==> config.mk <==
export PLATFORM = sky130hd
export DESIGN_NAME = single_wire_pulse_receiver
export DESIGN_NICKNAME = d
export VERILOG_FILES = /design/src/design/swpr_pkg.sv /design/src/design/swpr_cfg_regs.sv /design/src/design/swpr_decoder.sv /design/src/design/single_wire_pulse_receiver.sv
export VERILOG_INCLUDE_DIRS = /design/src /design/src/design
export SDC_FILE = /design/constraint.sdc
export NUM_CORES = 1
export LEC_CHECK = 0
export ABC_CLOCK_PERIOD_IN_PS = 5700
export BUFFER_PORTS_ARGS = -buffer_cell sky130_fd_sc_hd__buf_2
export CAP_MARGIN = 20
export CORE_MARGIN = 5
export CORE_UTILIZATION = 39
export DETAILED_ROUTE_END_ITERATION = 10
export GPL_TIMING_DRIVEN = 0
export MAX_ROUTING_LAYER = met4
export SLEW_MARGIN = 20
export SYNTH_ARGS = -nofsm -noshare
export SYNTH_HDL_FRONTEND = slang
export SYNTH_SLANG_ARGS = --single-unit
==> constraint.sdc <==
create_clock -name clk_i -period 5.7 [get_ports clk_i]
set_clock_uncertainty 0.1 [all_clocks]
set_input_delay 0.285 -clock clk_i [delete_from_list [all_inputs] [get_ports clk_i]]
set_output_delay 0.285 -clock clk_i [all_outputs]
set_load 0.01 [all_outputs]
==> src/design/single_wire_pulse_receiver_macros.svh <==
// assertion helpers for the pulse receiver
`ifndef SINGLE_WIRE_PULSE_RECEIVER_MACROS_SVH
`define SINGLE_WIRE_PULSE_RECEIVER_MACROS_SVH

// same-cycle implication
`define SWPR_ASSERT_NOW(label, clk, rst_n, ante, cons) \
  label: assert property (@(posedge clk) disable iff (!rst_n) (ante) |-> (cons)) \
    else $error("swpr assertion failed");

// next-cycle implication
`define SWPR_ASSERT_NEXT(label, clk, rst_n, ante, cons) \
  label: assert property (@(posedge clk) disable iff (!rst_n) (ante) |=> (cons)) \
    else $error("swpr assertion failed");

`endif

==> src/design/swpr_pkg.sv <==
package swpr_pkg;

  typedef enum logic [2:0] {
    PH_IDLE,
    PH_WAIT_FALL,
    PH_WAIT_RISE,
    PH_ZERO_WINDOW,
    PH_ZERO_RISE
  } phase_e;

  localparam logic OP_START = 1'b0;
  localparam logic OP_TICK  = 1'b1;

  localparam logic [2:0] ST_OK           = 3'd0;
  localparam logic [2:0] ST_TIMEOUT      = 3'd1;
  localparam logic [2:0] ST_FAIL         = 3'd2;
  localparam logic [2:0] ST_INVALID_SIZE = 3'd3;
  localparam logic [2:0] ST_SMALL_BUFFER = 3'd4;

  localparam int unsigned AddrW = 4;

  localparam logic [1:0] REG_START_TIMEOUT = 2'd0;
  localparam logic [1:0] REG_ZERO_TIMEOUT  = 2'd1;
  localparam logic [1:0] REG_MIN_LENGTH    = 2'd2;

  localparam logic [15:0] START_TIMEOUT_RST = 16'd256;
  localparam logic [15:0] ZERO_TIMEOUT_RST  = 16'd64;
  localparam logic [7:0]  MIN_LENGTH_RST    = 8'd4;

  typedef struct packed {
    logic       opcode;
    logic       line_level;
    logic [7:0] capacity;
  } in_req_t;

  typedef struct packed {
    logic [7:0] data_byte;
    logic       byte_valid;
    logic [2:0] status;
    logic       last;
  } out_req_t;

  typedef struct packed {
    logic [15:0] start_timeout;
    logic [15:0] zero_timeout;
    logic [7:0]  min_length;
  } cfg_t;

endpackage

==> src/design/swpr_cfg_regs.sv <==
module swpr_cfg_regs (
  input  logic                         clk_i,
  input  logic                         rst_ni,
  input  logic                         psel,
  input  logic                         penable,
  input  logic                         pwrite,
  input  logic [swpr_pkg::AddrW-1:0]   paddr,
  input  logic [31:0]                  pwdata,
  output logic [31:0]                  prdata,
  output logic                         pready,
  output swpr_pkg::cfg_t               cfg_o
);

  swpr_pkg::cfg_t cfg_q;
  logic [1:0]     idx;
  logic           wr_en;

  assign idx    = paddr[3:2];
  assign wr_en  = psel && penable && pwrite;
  assign pready = 1'b1;
  assign cfg_o  = cfg_q;

  always_ff @(posedge clk_i or negedge rst_ni) begin
    if (!rst_ni) begin
      cfg_q.start_timeout <= swpr_pkg::START_TIMEOUT_RST;
      cfg_q.zero_timeout  <= swpr_pkg::ZERO_TIMEOUT_RST;
      cfg_q.min_length    <= swpr_pkg::MIN_LENGTH_RST;
    end else if (wr_en) begin
      unique case (idx)
        swpr_pkg::REG_START_TIMEOUT: cfg_q.start_timeout <= pwdata[15:0];
        swpr_pkg::REG_ZERO_TIMEOUT:  cfg_q.zero_timeout  <= pwdata[15:0];
        swpr_pkg::REG_MIN_LENGTH:    cfg_q.min_length    <= pwdata[7:0];
        default: ;
      endcase
    end
  end

  always_comb begin
    unique case (idx)
      swpr_pkg::REG_START_TIMEOUT: prdata = {16'd0, cfg_q.start_timeout};
      swpr_pkg::REG_ZERO_TIMEOUT:  prdata = {16'd0, cfg_q.zero_timeout};
      swpr_pkg::REG_MIN_LENGTH:    prdata = {24'd0, cfg_q.min_length};
      default:                     prdata = 32'd0;
    endcase
  end

endmodule

==> src/design/swpr_decoder.sv <==
module swpr_decoder #(
  parameter int unsigned TIMER_BITS = 16
) (
  input  logic               clk_i,
  input  logic               rst_ni,
  input  logic               step_i,
  input  swpr_pkg::in_req_t  item_i,
  input  swpr_pkg::cfg_t     cfg_i,
  output logic               res_valid_o,
  output swpr_pkg::out_req_t res_o
);

  localparam int unsigned CmpW = (TIMER_BITS > 16) ? TIMER_BITS : 16;

  function automatic logic [CmpW-1:0] limit_of(input logic [15:0] r);
    logic [CmpW-1:0] lim;
    logic [CmpW-1:0] top;
    top = CmpW'({TIMER_BITS{1'b1}});
    lim = (r == 16'd0) ? CmpW'(1) : CmpW'(r);
    return (lim > top) ? top : lim;
  endfunction

  swpr_pkg::phase_e      phase_q, phase_d;
  logic [TIMER_BITS-1:0] cnt_q, cnt_d, cnt_inc;
  logic [2:0]            pos_q, pos_d;
  logic [7:0]            shift_q, shift_d;
  logic [7:0]            idx_q, idx_d;
  logic [7:0]            total_q, total_d;

  logic       tick, high;
  logic       miss_start, miss_zero;
  logic       fin_one, fin_zero, fin, byte_done;
  logic [7:0] new_shift, total_eff, idx_inc;
  logic       first, bad_min, bad_cap, xfer_end, t_out;

  // shared decode of the current tick
  always_comb begin
    tick       = (item_i.opcode == swpr_pkg::OP_TICK);
    high       = item_i.line_level;
    cnt_inc    = (cnt_q == {TIMER_BITS{1'b1}}) ? cnt_q : cnt_q + TIMER_BITS'(1);
    miss_start = CmpW'(cnt_inc) >= limit_of(cfg_i.start_timeout);
    miss_zero  = CmpW'(cnt_inc) >= limit_of(cfg_i.zero_timeout);
    fin_one    = tick && (phase_q == swpr_pkg::PH_ZERO_WINDOW) && high && miss_zero;
    fin_zero   = tick && (phase_q == swpr_pkg::PH_ZERO_RISE) && (high || miss_zero);
    fin        = fin_one || fin_zero;
    new_shift  = shift_q | (8'(fin_one) << pos_q);
    byte_done  = fin && (pos_q == 3'd7);
    first      = (idx_q == 8'd0);
    bad_min    = first && (new_shift < cfg_i.min_length);
    bad_cap    = first && !bad_min && (new_shift > total_q);
    total_eff  = first ? new_shift : total_q;
    idx_inc    = idx_q + 8'd1;
    xfer_end   = idx_inc >= total_eff;
    t_out      = tick && miss_start &&
                 (((phase_q == swpr_pkg::PH_WAIT_FALL) && high) ||
                  ((phase_q == swpr_pkg::PH_WAIT_RISE) && !high));
  end

  // next state
  always_comb begin
    phase_d = phase_q;
    cnt_d   = cnt_q;
    pos_d   = pos_q;
    shift_d = shift_q;
    idx_d   = idx_q;
    total_d = total_q;
    if (step_i) begin
      if (!tick) begin
        cnt_d   = '0;
        pos_d   = 3'd0;
        shift_d = 8'd0;
        idx_d   = 8'd0;
        total_d = item_i.capacity;
        phase_d = (item_i.capacity == 8'd0) ? swpr_pkg::PH_IDLE : swpr_pkg::PH_WAIT_FALL;
      end else begin
        unique case (phase_q)
          swpr_pkg::PH_IDLE: ;
          swpr_pkg::PH_WAIT_FALL: begin
            if (!high) begin
              cnt_d   = '0;
              phase_d = swpr_pkg::PH_WAIT_RISE;
            end else begin
              cnt_d = cnt_inc;
              if (t_out) phase_d = swpr_pkg::PH_IDLE;
            end
          end
          swpr_pkg::PH_WAIT_RISE: begin
            if (high) begin
              cnt_d   = '0;
              phase_d = swpr_pkg::PH_ZERO_WINDOW;
            end else begin
              cnt_d = cnt_inc;
              if (t_out) phase_d = swpr_pkg::PH_IDLE;
            end
          end
          swpr_pkg::PH_ZERO_WINDOW: begin
            if (!high) begin
              cnt_d   = '0;
              phase_d = swpr_pkg::PH_ZERO_RISE;
            end else begin
              cnt_d = cnt_inc;
            end
          end
          swpr_pkg::PH_ZERO_RISE: begin
            if (!high) cnt_d = cnt_inc;
          end
          default: phase_d = swpr_pkg::PH_IDLE;
        endcase
        // bit decided
        if (fin) begin
          cnt_d   = '0;
          phase_d = swpr_pkg::PH_WAIT_FALL;
          if (!byte_done) begin
            pos_d   = pos_q + 3'd1;
            shift_d = new_shift;
          end else begin
            pos_d   = 3'd0;
            shift_d = 8'd0;
            if (bad_min || bad_cap) begin
              phase_d = swpr_pkg::PH_IDLE;
            end else begin
              total_d = total_eff;
              idx_d   = idx_inc;
              if (xfer_end) phase_d = swpr_pkg::PH_IDLE;
            end
          end
        end
      end
    end
  end

  // result
  always_comb begin
    res_valid_o = 1'b0;
    res_o       = '0;
    if (step_i) begin
      if (!tick) begin
        res_valid_o  = (item_i.capacity == 8'd0);
        res_o.status = swpr_pkg::ST_OK;
        res_o.last   = 1'b1;
      end else if (t_out) begin
        res_valid_o  = 1'b1;
        res_o.status = first ? swpr_pkg::ST_TIMEOUT : swpr_pkg::ST_FAIL;
        res_o.last   = 1'b1;
      end else if (byte_done) begin
        res_valid_o      = 1'b1;
        res_o.data_byte  = new_shift;
        res_o.byte_valid = 1'b1;
        if (bad_min) begin
          res_o.status = swpr_pkg::ST_INVALID_SIZE;
        end else if (bad_cap) begin
          res_o.status = swpr_pkg::ST_SMALL_BUFFER;
        end else begin
          res_o.status = swpr_pkg::ST_OK;
        end
        res_o.last = bad_min || bad_cap || xfer_end;
      end
    end
  end

  always_ff @(posedge clk_i or negedge rst_ni) begin
    if (!rst_ni) begin
      phase_q <= swpr_pkg::PH_IDLE;
      cnt_q   <= '0;
      pos_q   <= 3'd0;
      shift_q <= 8'd0;
      idx_q   <= 8'd0;
      total_q <= 8'd0;
    end else begin
      phase_q <= phase_d;
      cnt_q   <= cnt_d;
      pos_q   <= pos_d;
      shift_q <= shift_d;
      idx_q   <= idx_d;
      total_q <= total_d;
    end
  end

endmodule

==> src/design/single_wire_pulse_receiver.sv <==
// an accepted request is held in the input register; its result is registered into the output register
// throughput: one request per cycle while the output is not stalled, set by the single decode stage
// a stalled result holds the request behind it in the input register
// requests that end nothing pass through without a result
// reset: async active low; receiver idle, config registers at their defaults
module single_wire_pulse_receiver #(
  parameter int unsigned TIMER_BITS = 16
) (
  input  logic                        clk_i,
  input  logic                        rst_ni,
  input  logic                        in_valid_i,
  output logic                        in_stall_o,
  input  swpr_pkg::in_req_t           in_req_i,
  output logic                        out_valid_o,
  input  logic                        out_stall_i,
  output swpr_pkg::out_req_t          out_req_o,
  input  logic                        psel,
  input  logic                        penable,
  input  logic                        pwrite,
  input  logic [swpr_pkg::AddrW-1:0]  paddr,
  input  logic [31:0]                 pwdata,
  output logic [31:0]                 prdata,
  output logic                        pready
);

  `include "single_wire_pulse_receiver_macros.svh"

  logic               in_valid_q;
  swpr_pkg::in_req_t  in_req_q;
  logic               out_valid_q;
  swpr_pkg::out_req_t out_req_q;
  logic               advance, step, res_valid;
  swpr_pkg::out_req_t res;
  swpr_pkg::cfg_t     cfg;

  assign advance     = !out_valid_q || !out_stall_i;
  assign step        = in_valid_q && advance;
  assign in_stall_o  = in_valid_q && !advance;
  assign out_valid_o = out_valid_q;
  assign out_req_o   = out_req_q;

  swpr_cfg_regs u_cfg (
    .clk_i   (clk_i),
    .rst_ni  (rst_ni),
    .psel    (psel),
    .penable (penable),
    .pwrite  (pwrite),
    .paddr   (paddr),
    .pwdata  (pwdata),
    .prdata  (prdata),
    .pready  (pready),
    .cfg_o   (cfg)
  );

  swpr_decoder #(
    .TIMER_BITS (TIMER_BITS)
  ) u_dec (
    .clk_i       (clk_i),
    .rst_ni      (rst_ni),
    .step_i      (step),
    .item_i      (in_req_q),
    .cfg_i       (cfg),
    .res_valid_o (res_valid),
    .res_o       (res)
  );

  always_ff @(posedge clk_i or negedge rst_ni) begin
    if (!rst_ni) begin
      in_valid_q  <= 1'b0;
      out_valid_q <= 1'b0;
    end else begin
      if (!in_stall_o) in_valid_q <= in_valid_i;
      if (advance) out_valid_q <= res_valid;
    end
  end

  always_ff @(posedge clk_i) begin
    if (in_valid_i && !in_stall_o) in_req_q <= in_req_i;
    if (step && res_valid) out_req_q <= res;
  end

  `SWPR_ASSERT_NOW(a_status_only_at_end, clk_i, rst_ni,
    out_valid_o && !out_req_o.last, out_req_o.status == swpr_pkg::ST_OK)
  `SWPR_ASSERT_NOW(a_result_has_content, clk_i, rst_ni,
    out_valid_o, out_req_o.byte_valid || out_req_o.last)
  `SWPR_ASSERT_NOW(a_length_error_has_byte, clk_i, rst_ni,
    out_valid_o && (out_req_o.status == swpr_pkg::ST_INVALID_SIZE ||
                    out_req_o.status == swpr_pkg::ST_SMALL_BUFFER),
    out_req_o.byte_valid)
  `SWPR_ASSERT_NEXT(a_result_follows_step, clk_i, rst_ni,
    step && res_valid, out_valid_o)

endmodule
-- Word level (Yosys, flattened, before mapping)
Index checks and enable logic that the tools add are counted.
- bits of input ports: 53
- word-level logic and storage cells: 145
- flip-flop bits (word level): 111
- output and inout bits: 48
- shift-type cells: 1
- reductions and logical operators: 49
- add/subtract/negate cells: 3
- magnitude comparators: 7
- bitwise gates (word level): 4
- equal/unequal tests: 15
- mux-type cells: 48
- operator list (kind ; count):
    $mux W16 ; 10
    $mux W8 ; 12
    $pmux W16 S3 ; 2
    $mux W3 ; 13
    $ge A16 B16 Y1 ; 2
    $gt A16 B16 Y1 const B ; 2
    $logic_not A16 Y1 ; 2
    $logic_and A1 B1 Y1 ; 19
    $add A16 B1 Y16 const B ; 1
    $eq A16 B16 Y1 const B ; 1
    $logic_not A8 Y1 ; 2
    $pmux W3 S4 ; 1
    $reduce_and A2 Y1 ; 5
    $add A8 B1 Y8 const B ; 1
    $ge A8 B8 Y1 ; 1
    $gt A8 B8 Y1 ; 1
    $lt A8 B8 Y1 ; 1
    $ne A4 B3 Y1 const B ; 2
    $or A8 B8 Y8 ; 1
    $shl A1 B3 Y8 ; 1
    $mux W1 ; 7
    $eq A3 B2 Y1 const B ; 2
    $eq A3 B3 Y1 const B ; 2
    $logic_not A1 Y1 ; 6
    other kinds (20) ; 30

-- Longest topological paths before layout
Gate-level depths: netlist (run 1).
- word-level depth: 18
- depth in mapped cells: 33
- mapped depth without buffers: 29

-- Cells and area by module
Synthesis (run 1) repeated with hierarchy kept, for this count alone.
- cells, all modules: 752
- area, all modules: 7370.8 sq um
- modules (own cells, without submodules) (module ; cells each ; sequential area each (sq um) ; area an instance (sq um) ; instances):
    swpr_decoder ; 567 ; 1151.1 ; 4586.9 ; 1
    swpr_cfg_regs ; 152 ; 1004.7 ; 1999.4 ; 1
    single_wire_pulse_receiver ; 33 ; 740.7 ; 784.5 ; 1

-- Worst setup path after synthesis (run 1)
OpenSTA, ideal clock, no wires.
- path type: register -> register
- from: register u_dec.cnt_q[9]
- to: register out_req_q, in the netlist out_req_o[0], data pin
- stages on the path, launching flop included: 33
- setup slack: -0.540 ns
- buffers on the path: 3
- library setup time: 0.283 ns
- data required time: 5.317 ns
- arrival time: 5.857 ns
- path through: dfrtp_1 > and4_1 > and2_1 > and3_1 > clkbuf_1 > nand4_1 > nand4_1 > nor2_1 > and3_1 > clkbuf_1 > nand3_1 > xnor2_1 > ha_1 > nand2_1 > nor3_1 > or4b_1 > buf_2 > nand3_1 > nand3_1 > nor2_1 > a21oi_1 > inv_1 > ha_1 > a21o_1 > a211o_1 > o22a_1 > nor2b_1 > a41oi_1 > o31a_1 > o211a_1 > a21oi_2 > o21bai_1 > a31oi_1
- longest elaborated chain between the ends: 16
- elaborated cells on any way between the ends: 27
- those cells by class: 1 x add/sub; 5 x order compare; 1 x eq/ne; 1 x shift; 5 x mux; 1 x bitwise; 13 x reduce/logical
- RTL lines (what ; line ; source):
    start, declared ; swpr_decoder.sv:24 ; logic [TIMER_BITS-1:0] cnt_q, cnt_d, cnt_inc;
    start signal, assigned ; swpr_decoder.sv:171 ; cnt_q <= cnt_d;
    $add A16 B1 Y16 / $eq A16 B16 Y1 (equally long branches) ; swpr_decoder.sv:40 ; cnt_inc = (cnt_q == {TIMER_BITS{1'b1}}) ? cnt_q : cnt_q + TIMER_BITS'(1);
    $mux W16 * ; swpr_decoder.sv:40 ;
    $ge A16 B16 Y1 * ; swpr_decoder.sv:42 ; miss_zero = CmpW'(cnt_inc) >= limit_of(cfg_i.zero_timeout);
    $logic_and A1 B1 Y1 * ; swpr_decoder.sv:43 ; fin_one = tick && (phase_q == swpr_pkg::PH_ZERO_WINDOW) && high && miss_zero;
    $shl A1 B3 Y8 * ; swpr_decoder.sv:46 ; new_shift = shift_q | (8'(fin_one) << pos_q);
    $or A8 B8 Y8 * ; swpr_decoder.sv:46 ;
    via u_dec.new_shift[5] ; swpr_decoder.sv:33 ; logic [7:0] new_shift, total_eff, idx_inc;
    $lt A8 B8 Y1 ; swpr_decoder.sv:49 ; bad_min = first && (new_shift < cfg_i.min_length);
    $logic_and A1 B1 Y1 ; swpr_decoder.sv:49 ;
    $logic_not A1 Y1 ; swpr_decoder.sv:50 ; bad_cap = first && !bad_min && (new_shift > total_q);
    $logic_and A1 B1 Y1 (2 in a row) ; swpr_decoder.sv:50 ;
    $logic_or A1 B1 Y1 ; swpr_decoder.sv:156 ; res_o.last = bad_min || bad_cap || xfer_end;
    $logic_or A1 B1 Y1 * ; swpr_decoder.sv:156 ;
    $mux W5 * ; swpr_decoder.sv:145 ; end else if (byte_done) begin
    $mux W4 * ; swpr_decoder.sv:141 ; end else if (t_out) begin
    $mux W1 * ; swpr_decoder.sv:137 ; if (!tick) begin
    end signal, assigned ; single_wire_pulse_receiver.sv:79 ; if (step && res_valid) out_req_q <= res;
    end, declared ; single_wire_pulse_receiver.sv:31 ; swpr_pkg::out_req_t out_req_q;
Mark *: on every way through the listed nets, which the timed path passes. The rest lies on a longest branch.
A chain may end at the register's enable or synchronous reset.

-- Worst setup path after layout (run 1)
- from: register u_dec.cnt_q[0]
- to: register out_req_q, in the netlist out_req_o[0], data pin
Same word-level chain as after synthesis.

==> results.yml, run 1 <==
route:
  wl_per_cell_um: 16.0
  drtAntennaViolNets: 0
  avgViaCountPerCell: 5.14
  drtIter0Drc: 401
  drcViolationCount: 0
  num_vias: 5984
  wl_um: 18600
  detail_route.first_pass.iterations: 5
sta:
  max_freq_mhz: 171
  setup_violations: 19
  fin_crit_ns: 5.86
  maxSlewViolCount: 0
  setup_ws_ns: -0.162
  hold_viol: 0
  finalSetupTns_ns: -1.72
  worst-slew-pin-transition_ns: 0.748
  finalCritPeriodShare_pct: 103
  rsz0062_at_grt: "yes"
  relSlewSlack_pct: 50.1
  hold_slack_ns: 0.0192
die:
  die-height_um: 145
  io_pins: 101
  die_w_um: 145
  dieArea_um2: 20900
  placementRows: 49
  initial_core_util_pct: 39.5
  core_um2: 17900
logic_synthesis:
  synth_top_area_share_pct: 30.1
  synth_top_flop_cell: "dfrtp_1"
  synth_top_area_cell: "dfrtp_1"
  netlist_area_um2: 7070
  ys_types: 60
  yosysSeqAreaShare_pct: 41.0
  ys_ff_latch: 111
  syn_area_per_cell_um2: 8.93
  postSynthCellCount: 792
  synth_warnings: 0
  async_flop_share_pct: 79.3
  synthTopCellsByArea: "dfrtp_1, ha_1, edfxtp_1"
  synth_edf_count: 23
cells_and_area:
  layout.nets: 1040
  syn2layout_area_growth_pct: 24.3
  layout.cells.most_common: "nand2_1"
  antenna_cells: 0
  multi_input_area_um2: 4020
  drive_above_1_share_pct: 22.5
  instances_no_fill: 1164
  final_cell_mix: "nand2_1, dfrtp_1, o21ai_0"
  ff_latch_area_um2: 2900
  n_fill_cell: 1682
setup_path:
  worstSetupPathType: "flop to flop"
  cpLargestDelayFamily: "simple AND/OR/NAND/NOR gates"
  reg2reg_slack_ns: -0.16
  cp.arrival_ns: 5.83
  timing.rr.start: "u_dec.cnt_q[0]"
  crit_top_cell: "nand3_4"
  r2r_cells: 29
  start_kind: "flop"
  reg2reg_to: "out_req_o[0]"
  crit_path_max_incr_delay_ns: 0.52
  crit_fanout: 6
  crit_required_ns: 5.67
  path_buf_inv: 2
  cpMaxStageDelayCell: "or4b_4"
  worstSetupEndpointType: "flop"
place:
  dp_hpwl_um: 13600
  io_buffers: 65
  place_congestion: 0.889
  dp_cells: 1102
  dp_slack_ns: -1.23
worst_hold_path:
  hp-class: "primary input to flop"
  hp-start: "in_valid_i"
  min_to: "in_valid_q"
  hold_depth: 2
outcome:
  status: "finished with violations"
  violations: "setup timing"
grt:
  grt_antenna_before_repair: 0
  grt.total_usage_pct: 19.1
  grt_max_degree: 54
  overflow: 0
  grt_pass1_vias: 5947
  grt_first_pass_wirelength_um: 30500
power_and_ir_drop:
  peakVddDrop_mv: 0.155
  power_leakage_nw: 4.15
  fin_total_pwr_mw: 2.29
  powerDensity_nw_per_um2: 260
clocking:
  cts.sinks: 111
  htree_levels: 3
  clk_latency_ns: 0.36
  cts_max_path_buffers: 2
  cts_tree: "yes"
  clkTransAtPathRegs_ns: 0.07
  cts_buffers: 9
  cts_root_buf: "clkbuf_16"
run:
  max-cap-violations: 0
[sequential cells by signal, summed over array words and instances (netlist names)]
signal / count
out_valid_o: 1
u_dec.shift_q: 8
u_dec.phase_q: 3
in_req_q: 10
u_dec.total_q: 8
in_valid_q: 1
u_dec.idx_q: 8
u_cfg.cfg_o: 40
u_dec.pos_q: 3
u_dec.cnt_q: 16
out_req_o: 13
[worst register-to-register path: cells and delay by family (launching register included)]
family	cells	cell delay, ns
compound gates	10	1.75
xor+xnor	1	0.15
fa+ha+maj	3	0.73
buf+inv	2	0.25
flops	1	0.46
simple gates	13	2.16
[worst max path at each step]
stage                          from           end  cells after the start
finish               u_dec.cnt_q[0]  out_req_o[0]                     29
global route        u_dec.cnt_q[11]  out_req_o[0]                     28
CTS                  u_dec.cnt_q[9]  out_req_o[0]                     30
detailed placement  u_dec.cnt_q[11]  out_req_o[0]                     32
global placement    u_dec.cnt_q[11]  out_req_o[0]                     32
floorplan           u_dec.cnt_q[11]  out_req_o[0]                     32
[per-stage QoR]
step | cell area [um2] | util [%]
finish | 8790 | 49.1
detailed placement | 7820 | 43.7
global route | 8790 | 49.1
CTS | 8660 | 48.4
global placement | 7780 | 43.5
floorplan | 7170 | -
[repair_timing]
item	4_1_cts	5_1_grt
resized for setup	40	20
endpoints found under the hold margin	42	0
cloned	0	2
pin swaps	25	21
hold buffers	11	0
endpoints found under the setup margin	34	21
setup buffers	32	5
[power breakdown]
group | total (mW) | internal [mW] | switching (mW)
sequential | 1.01 | 0.916 | 0.0929
clock | 0.674 | 0.370 | 0.304
combinational | 0.602 | 0.253 | 0.349
[routing by layer]
metal / track usage [%] / vias up / part of all wire (%)
met5: - / - / 0
met4: 5.45 / 0 / 1.9
met3: 2.38 / 28 / 4.0
met2: 28.9 / 135 / 44
met1: 27.1 / 2805 / 50
li1: - / 3016 / -
[Yosys cell counts (8+ instances only)]
master    number
a21o_1        15
a21oi_1       36
and3_1         8
buf_4         17
clkbuf_1      28
dfrtp_1       85
edfxtp_1      23
ha_1          57
inv_1         64
mux2_2        16
mux2i_1       23
nand2_1       99
nand2b_1      16
nand3_1       24
nand4_1       13
nor2_1        55
nor2b_1       10
nor4_1         9
o21ai_0       81
o21ai_1        9
xnor2_1        8
xor2_1         9
[cells by family after synthesis]
kind of cell | after synthesis | share of synthesized area (%)
xor gates and xnor gates | 17 | 2.11
other | 2 | 0.106
DFF | 111 | 41.0
muxes | 39 | 5.80
and+or+nand+nor | 265 | 17.7
buffers and inverters | 113 | 7.15
adders and majority gates | 57 | 10.1
AOI/OAI and AO/OA | 188 | 16.1
[layout make-up]
cell class                      instances  area share [%]
Clock inverter                          4           0.570
Timing Repair Buffer                  114            8.73
Multi-Input combinational cell        583            45.7
Clock buffer                           12            2.93
Tap cell                              229            3.26
Buffer                                 47            3.03
Inverter                               64            2.73
Sequential cell                       111            33.0
Note: power is estimated with default switching activity, not from simulation.
==> inputs of run 2 (changes only) <==
--- a/config.mk
+++ b/config.mk
@@ -6,8 +6,9 @@
 export SDC_FILE = /design/constraint.sdc
 export NUM_CORES = 1
 export LEC_CHECK = 0
+export ABC_AREA = 1
 export ABC_CLOCK_PERIOD_IN_PS = 5700
-export BUFFER_PORTS_ARGS = -buffer_cell sky130_fd_sc_hd__buf_2
+export BUFFER_PORTS_ARGS = -buffer_cell sky130_fd_sc_hd__buf_4
 export CAP_MARGIN = 20
 export CORE_MARGIN = 5
 export CORE_UTILIZATION = 39
==> run 2 against run 1 <==
The run now ends clean. Cell count increased by 4.9%. Die area fell by 1.7%. Count of clock-buffer cells in the layout is 3 lower. Fmax is 12% higher. Sequential power hardly changed. Final area fell by 5.3%. Combinational power grew 8.3%. Register-to-register slack improved by 0.65 ns. Synthesized cell count is 12% higher. Via count is 0.99% higher. Core utilization decreased by 1.2 points. Global-route usage is 0.44 points lower. Largest cell class unchanged.
==> results.yml, run 2 <==
clocking:
  cts_root_buf: "clkbuf_16"
  cts_max_path_buffers: 2
  clk_latency_ns: 0.36
  clkTransAtPathRegs_ns: 0.07
  cts_buffers: 9
  cts.sinks: 111
  htree_levels: 3
  cts_tree: "yes"
logic_synthesis:
  async_flop_share_pct: 79.3
  synth_top_family_by_area: "simple AND/OR/NAND/NOR gates"
  yosys.area_share.adder_pct: 10.3
  yosysSeqAreaShare_pct: 41.7
  synthTopCellsByArea: "dfrtp_1, nand2_1, ha_1"
  synthMuxAreaShare_pct: 0
  synth-simple-area-share_pct: 21.9
  synth_warnings: 0
  yosysMostFrequentCell: "nand2_1"
  netlist_area_um2: 6940
  synthTopCellsByCount: "nand2_1, inv_1, dfrtp_1, o21ai_0, ha_1"
  ys_types: 47
  synth_top_area_share_pct: 30.6
  synth_top_area_cell: "dfrtp_1"
  syn_area_per_cell_um2: 7.86
  synth_compound_area_share_pct: 13.1
  synth_edf_count: 23
  ys_ff_latch: 111
  synth_top_flop_cell: "dfrtp_1"
  postSynthCellCount: 884
  synth_xor_area_share_pct: 1.89
route:
  avgViaCountPerCell: 4.95
  detail_route.first_pass.iterations: 4
  drtAntennaViolNets: 0
  drtIter0Drc: 454
  drcViolationCount: 0
  wl_um: 18200
  wl_per_cell_um: 14.9
  num_vias: 6043
grt:
  grt_antenna_before_repair: 0
  grt_pass1_vias: 5705
  overflow: 0
  grt_max_degree: 89
  grt_first_pass_wirelength_um: 29500
  grt.total_usage_pct: 18.7
power_and_ir_drop:
  peakVddDrop_mv: 0.188
  powerDensity_nw_per_um2: 275
  power_leakage_nw: 4.19
run:
  max-cap-violations: 0
sta:
  setup_violations: 0
  finalSetupTns_ns: 0
  relSlewSlack_pct: 40.1
  maxSlewViolCount: 0
  hold_viol: 0
  hold_slack_ns: 0.0603
  fin_crit_ns: 5.21
  max_freq_mhz: 192
  finalCritPeriodShare_pct: 91.4
  worst-slew-pin-transition_ns: 0.895
outcome:
  status: "completed"
cells_and_area:
  final_cell_mix: "nand2_1, inv_1, buf_4"
  syn2layout_area_growth_pct: 19.8
  drive_above_1_share_pct: 13.9
  n_fill_cell: 1762
  stdcell_area_um2: 8320
  largest_reg_flops: 40
  antenna_cells: 0
  layout.nets: 1101
  instances_no_fill: 1221
  utilization_pct: 47.9
  layout.cells.most_common: "nand2_1"
place:
  dp_hpwl_um: 14000
  io_buffers: 65
  place_congestion: 0.894
  placed_cell_area_um2: 7770
  dp_cells: 1189
setup_path:
  cpLargestDelayFamily: "simple AND/OR/NAND/NOR gates"
  crit_path_max_incr_delay_ns: 0.39
  crit_top_cell: "nand2_1"
  crit_fanout: 6
  crit_required_ns: 5.71
  path_buf_inv: 3
  cp.arrival_ns: 5.22
  cpMaxStageDelayCell: "dfrtp_1"
  worstSetupEndpointType: "flop"
  worstSetupPathType: "flop to flop"
  start_kind: "flop"
die:
  io_pins: 101
  placementRows: 48
  initial_core_util_pct: 40.0
  die-height_um: 143
  core_um2: 17400
  dieArea_um2: 20600
  die_w_um: 143
worst_hold_path:
  hp-class: "primary input to flop"
[run 2: cell types whose count changed in the layout (fill, tap and decap cells not counted), sizes merged, moves of 19 or more]
cell,previous run,this run
buf,123,89
inv,66,152
nand3,24,43
nand2,99,218
mux2i,23,0
[run 2: final timing paths]
check                                start              end  slack, ns  cells past startpoint
setup reg to reg            u_dec.cnt_q[4]     out_req_o[0]       0.49                     38
hold reg to reg            u_cfg.cfg_o[22]  u_cfg.cfg_o[22]       0.39                      2
hold / removal                  in_valid_i       in_valid_q       0.06                      3
setup / recovery            u_dec.cnt_q[4]     out_req_o[0]       0.49                     38
max in group asynchronous           rst_ni   u_dec.cnt_q[2]       4.40                      2
min in group asynchronous           rst_ni  u_cfg.cfg_o[19]       0.45                      2
[run 2: worst reg2reg max path, delay by kind of cell, from the launching register on]
| family | cells | cell delay [ns] |
|---|---|---|
| compound gates | 9 | 1.23 |
| xor+xnor | 1 | 0.18 |
| fa+ha+maj | 2 | 0.56 |
| buf+inv | 3 | 0.17 |
| flops | 1 | 0.39 |
| simple gates | 23 | 2.34 |
[run 2: logic make-up after synthesis]
family	count (synthesis)
flops	111
fa+ha+maj	57
other cells	2
simple gates	355
xor+xnor	15
buf+inv	185
compound gates	159
[run 2: power breakdown]
part	total [mW]	internal [mW]	switching, mW	leakage [nW]
Clock	0.637	0.311	0.326	0.148
Sequential	1.00	0.917	0.0846	1.37
Combinational	0.652	0.242	0.409	2.67
Total	2.29	1.47	0.820	4.19
[run 2: what timing repair did]
action                                 4_1_cts  5_1_grt
gates resized for setup                      2       24
hold buffers                                11        0
setup endpoints to repair                    2       21
setup buffers                                0        5
pin swaps                                    0        8
endpoints found under the hold margin       95        0
[run 2: area by class of cell]
class,count,area [um2],share of cell area [%]
multi-input combinational,603,3430,41.3
tap,225,282,3.38
sequential,111,2900,34.8
inverter,152,571,6.86
clock inverter,7,75.1,0.902
clock buffer,9,225,2.71
timing repair buffer,81,639,7.69
buffer,33,195,2.35
[run 2: routing by layer]
layer	vias to the layer above	part of all wire (%)	track usage, %
met2	135	45	27.2
met4	0	1.6	5.00
met1	2799	49	26.9
li1	3085	-	-
met3	24	4.1	3.09
met5	-	0	-
[run 2: metrics by stage]
stage,setup slack (ns),power (mW)
floorplan,1.04,1.43
global placement,-0.122,1.64
global route,-0.0140,2.46
CTS,0.0286,2.30
detailed placement,-0.141,1.65
finish,0.489,2.29
==> inputs of run 3 (changes only) <==
--- a/config.mk
+++ b/config.mk
@@ -15,6 +15,7 @@
 export DETAILED_ROUTE_END_ITERATION = 10
 export GPL_TIMING_DRIVEN = 0
 export MAX_ROUTING_LAYER = met4
+export REMOVE_ABC_BUFFERS = 1
 export SLEW_MARGIN = 20
 export SYNTH_ARGS = -nofsm -noshare
 export SYNTH_HDL_FRONTEND = slang
==> run 3 against run 2 <==
Critical path depth shrank 9. Highest routed layer unchanged. Largest power group unchanged. Register-to-register slack lost 0.12 ns. Total power shrank 1.7%. Sequential power is essentially flat.
==> results.yml, run 3 (synthesis gave the netlist of run 2 again) <==
run:
  max-cap-violations: 0
route:
  detail_route.first_pass.iterations: 5
  num_vias: 5878
  wl_per_cell_um: 14.5
  wl_um: 17300
  drcViolationCount: 0
  drtAntennaViolNets: 0
  drtIter0Drc: 335
  avgViaCountPerCell: 4.94
setup_path:
  crit_fanout: 7
  critical_path_depth: 29
  crit_path_max_incr_delay_ns: 0.39
  reg2reg_slack_ns: 0.37
  timing.rr.start: "u_dec.cnt_q[4]"
  cpMaxStageDelayCell: "dfrtp_1"
  cpLargestDelayFamily: "compound AO/OA/AOI/OAI gates"
  startpoint: "u_dec.cnt_q[4]"
  r2r_cells: 29
  crit_required_ns: 5.71
  reg2reg_to: "out_req_o[0]"
  worstSetupPathType: "flop to flop"
  cp.arrival_ns: 5.34
  path_buf_inv: 0
  worstSetupEndpointType: "flop"
  critPathCapture: "out_req_o[0]"
  start_kind: "flop"
die:
  io_pins: 101
  die-height_um: 143
  core_um2: 17400
  die_w_um: 143
  dieArea_um2: 20600
  initial_core_util_pct: 40.0
  placementRows: 48
grt:
  grt_pass1_vias: 5395
  grt.total_usage_pct: 17.7
  overflow: 0
  grt_antenna_before_repair: 0
  grt_max_degree: 89
  grt_first_pass_wirelength_um: 28000
cells_and_area:
  stdcell_area_um2: 8160
  syn2layout_area_growth_pct: 17.5
  drive_above_1_share_pct: 13.0
  largest_reg_flops: 40
  final_cell_mix: "nand2_1, inv_1, dfrtp_1"
  n_fill_cell: 1729
  antenna_cells: 0
  multi_input_area_um2: 3490
  layout.cells.most_common: "nand2_1"
  ff_latch_area_um2: 2900
  layout.nets: 1069
clocking:
  htree_levels: 3
  cts_tree: "yes"
  cts_root_buf: "clkbuf_16"
  cts.sinks: 111
  clkTransAtPathRegs_ns: 0.08
  cts_max_path_buffers: 2
  cts_buffers: 9
  clk_latency_ns: 0.36
power_and_ir_drop:
  fin_total_pwr_mw: 2.25
  powerDensity_nw_per_um2: 276
  power_leakage_nw: 4.07
  peakVddDrop_mv: 0.175
outcome:
  status: "completed"
sta:
  fin_crit_ns: 5.33
  hold_viol: 0
  max_freq_mhz: 187
  maxSlewViolCount: 0
  relSlewSlack_pct: 30.2
  worst-slew-pin-transition_ns: 1.04
  setup_violations: 0
  finalCritPeriodShare_pct: 93.6
  setup_ws_ns: 0.366
worst_hold_path:
  hp-class: "primary input to flop"
place:
  dp_slack_ns: -0.104
  dp_hpwl_um: 13000
  place_congestion: 0.882
  placed_cell_area_um2: 7610
  io_buffers: 65
==> run 3: changes by cell type in the layout (fill, tap and decap cells not counted), moves of 3 or more <==
| cell | delta |
|---|---|
| xor2_2 | +3 |
| buf_4 | -17 |
| clkbuf_1 | -14 |
| xor2_1 | -3 |
==> run 3: cell type report <==
type | count | area share (%)
clock buffers | 9 | 2.76
clock inverters | 7 | 0.567
inverters | 152 | 6.99
multi-input cells | 603 | 42.7
flip-flops and latches | 111 | 35.5
well taps | 225 | 3.45
repair buffers | 82 | 7.97
==> run 3: metrics by stage <==
step | cells | hold slack (ns) | utilization, % | setup TNS, ns
after floorplan | 866 | -0.111 | - | 0
after global placement | 1156 | 0.358 | 43.6 | -0.243
after detailed placement | 1158 | 0.328 | 43.8 | -0.151
after CTS | 1184 | 0.000242 | 46.0 | 0
after global routing | 1189 | 0.0456 | 47.0 | -0.0200
final | 1189 | 0.0430 | 47.0 | 0
==> run 3: where the power goes <==
group | internal, mW | total (mW) | switching, mW
registers | 0.918 | 0.997 | 0.0793
logic | 0.238 | 0.645 | 0.407
clock network | 0.299 | 0.610 | 0.311
total | 1.45 | 2.25 | 0.797
==> run 3: timing repair <==
action / 4_1_cts / 5_1_grt
setup endpoints to repair: 2 / 21
setup buffers: 0 / 4
resized for setup: 3 / 28
hold buffers: 10 / 1
endpoints found under the hold margin: 94 / 1
pin swaps: 0 / 8
==> run 3: how the worst min path moves through the flow <==
stage | from | to | slack, ns | depth (start not counted)
6_report | in_valid_i | in_valid_q | 0.04 | 3
5_1_grt | in_valid_i | in_valid_q | 0.05 | 3
4_1_cts | in_req_i[9] | in_req_q[9] | 0.0002 | 1
3_5_place_dp | rst_ni | u_cfg.cfg_o[33] | 0.33 | 1
3_3_place_gp | u_dec.total_q[3] | u_dec.total_q[3] | 0.36 | 2
2_1_floorplan | rst_ni | in_valid_q | -0.11 | 0
==> run 3: layer usage <==
metal	vias to the layer above	global-route usage (%)	wire (um)
met5	-	-	0
met4	0	4.46	188
met2	102	25.5	7600
met1	2743	26.5	8690
met3	14	2.33	797
li1	3019	-	-
==> run 3: worst register-to-register path: cells and delay by family (launching register included) <==
family	cells	cell delay [ns]
AO/OA/AOI/OAI	13	2.06
XOR/XNOR	1	0.32
adder cells (fa/ha/maj)	2	0.61
flip-flops	1	0.39
AND/OR/NAND/NOR	13	1.61
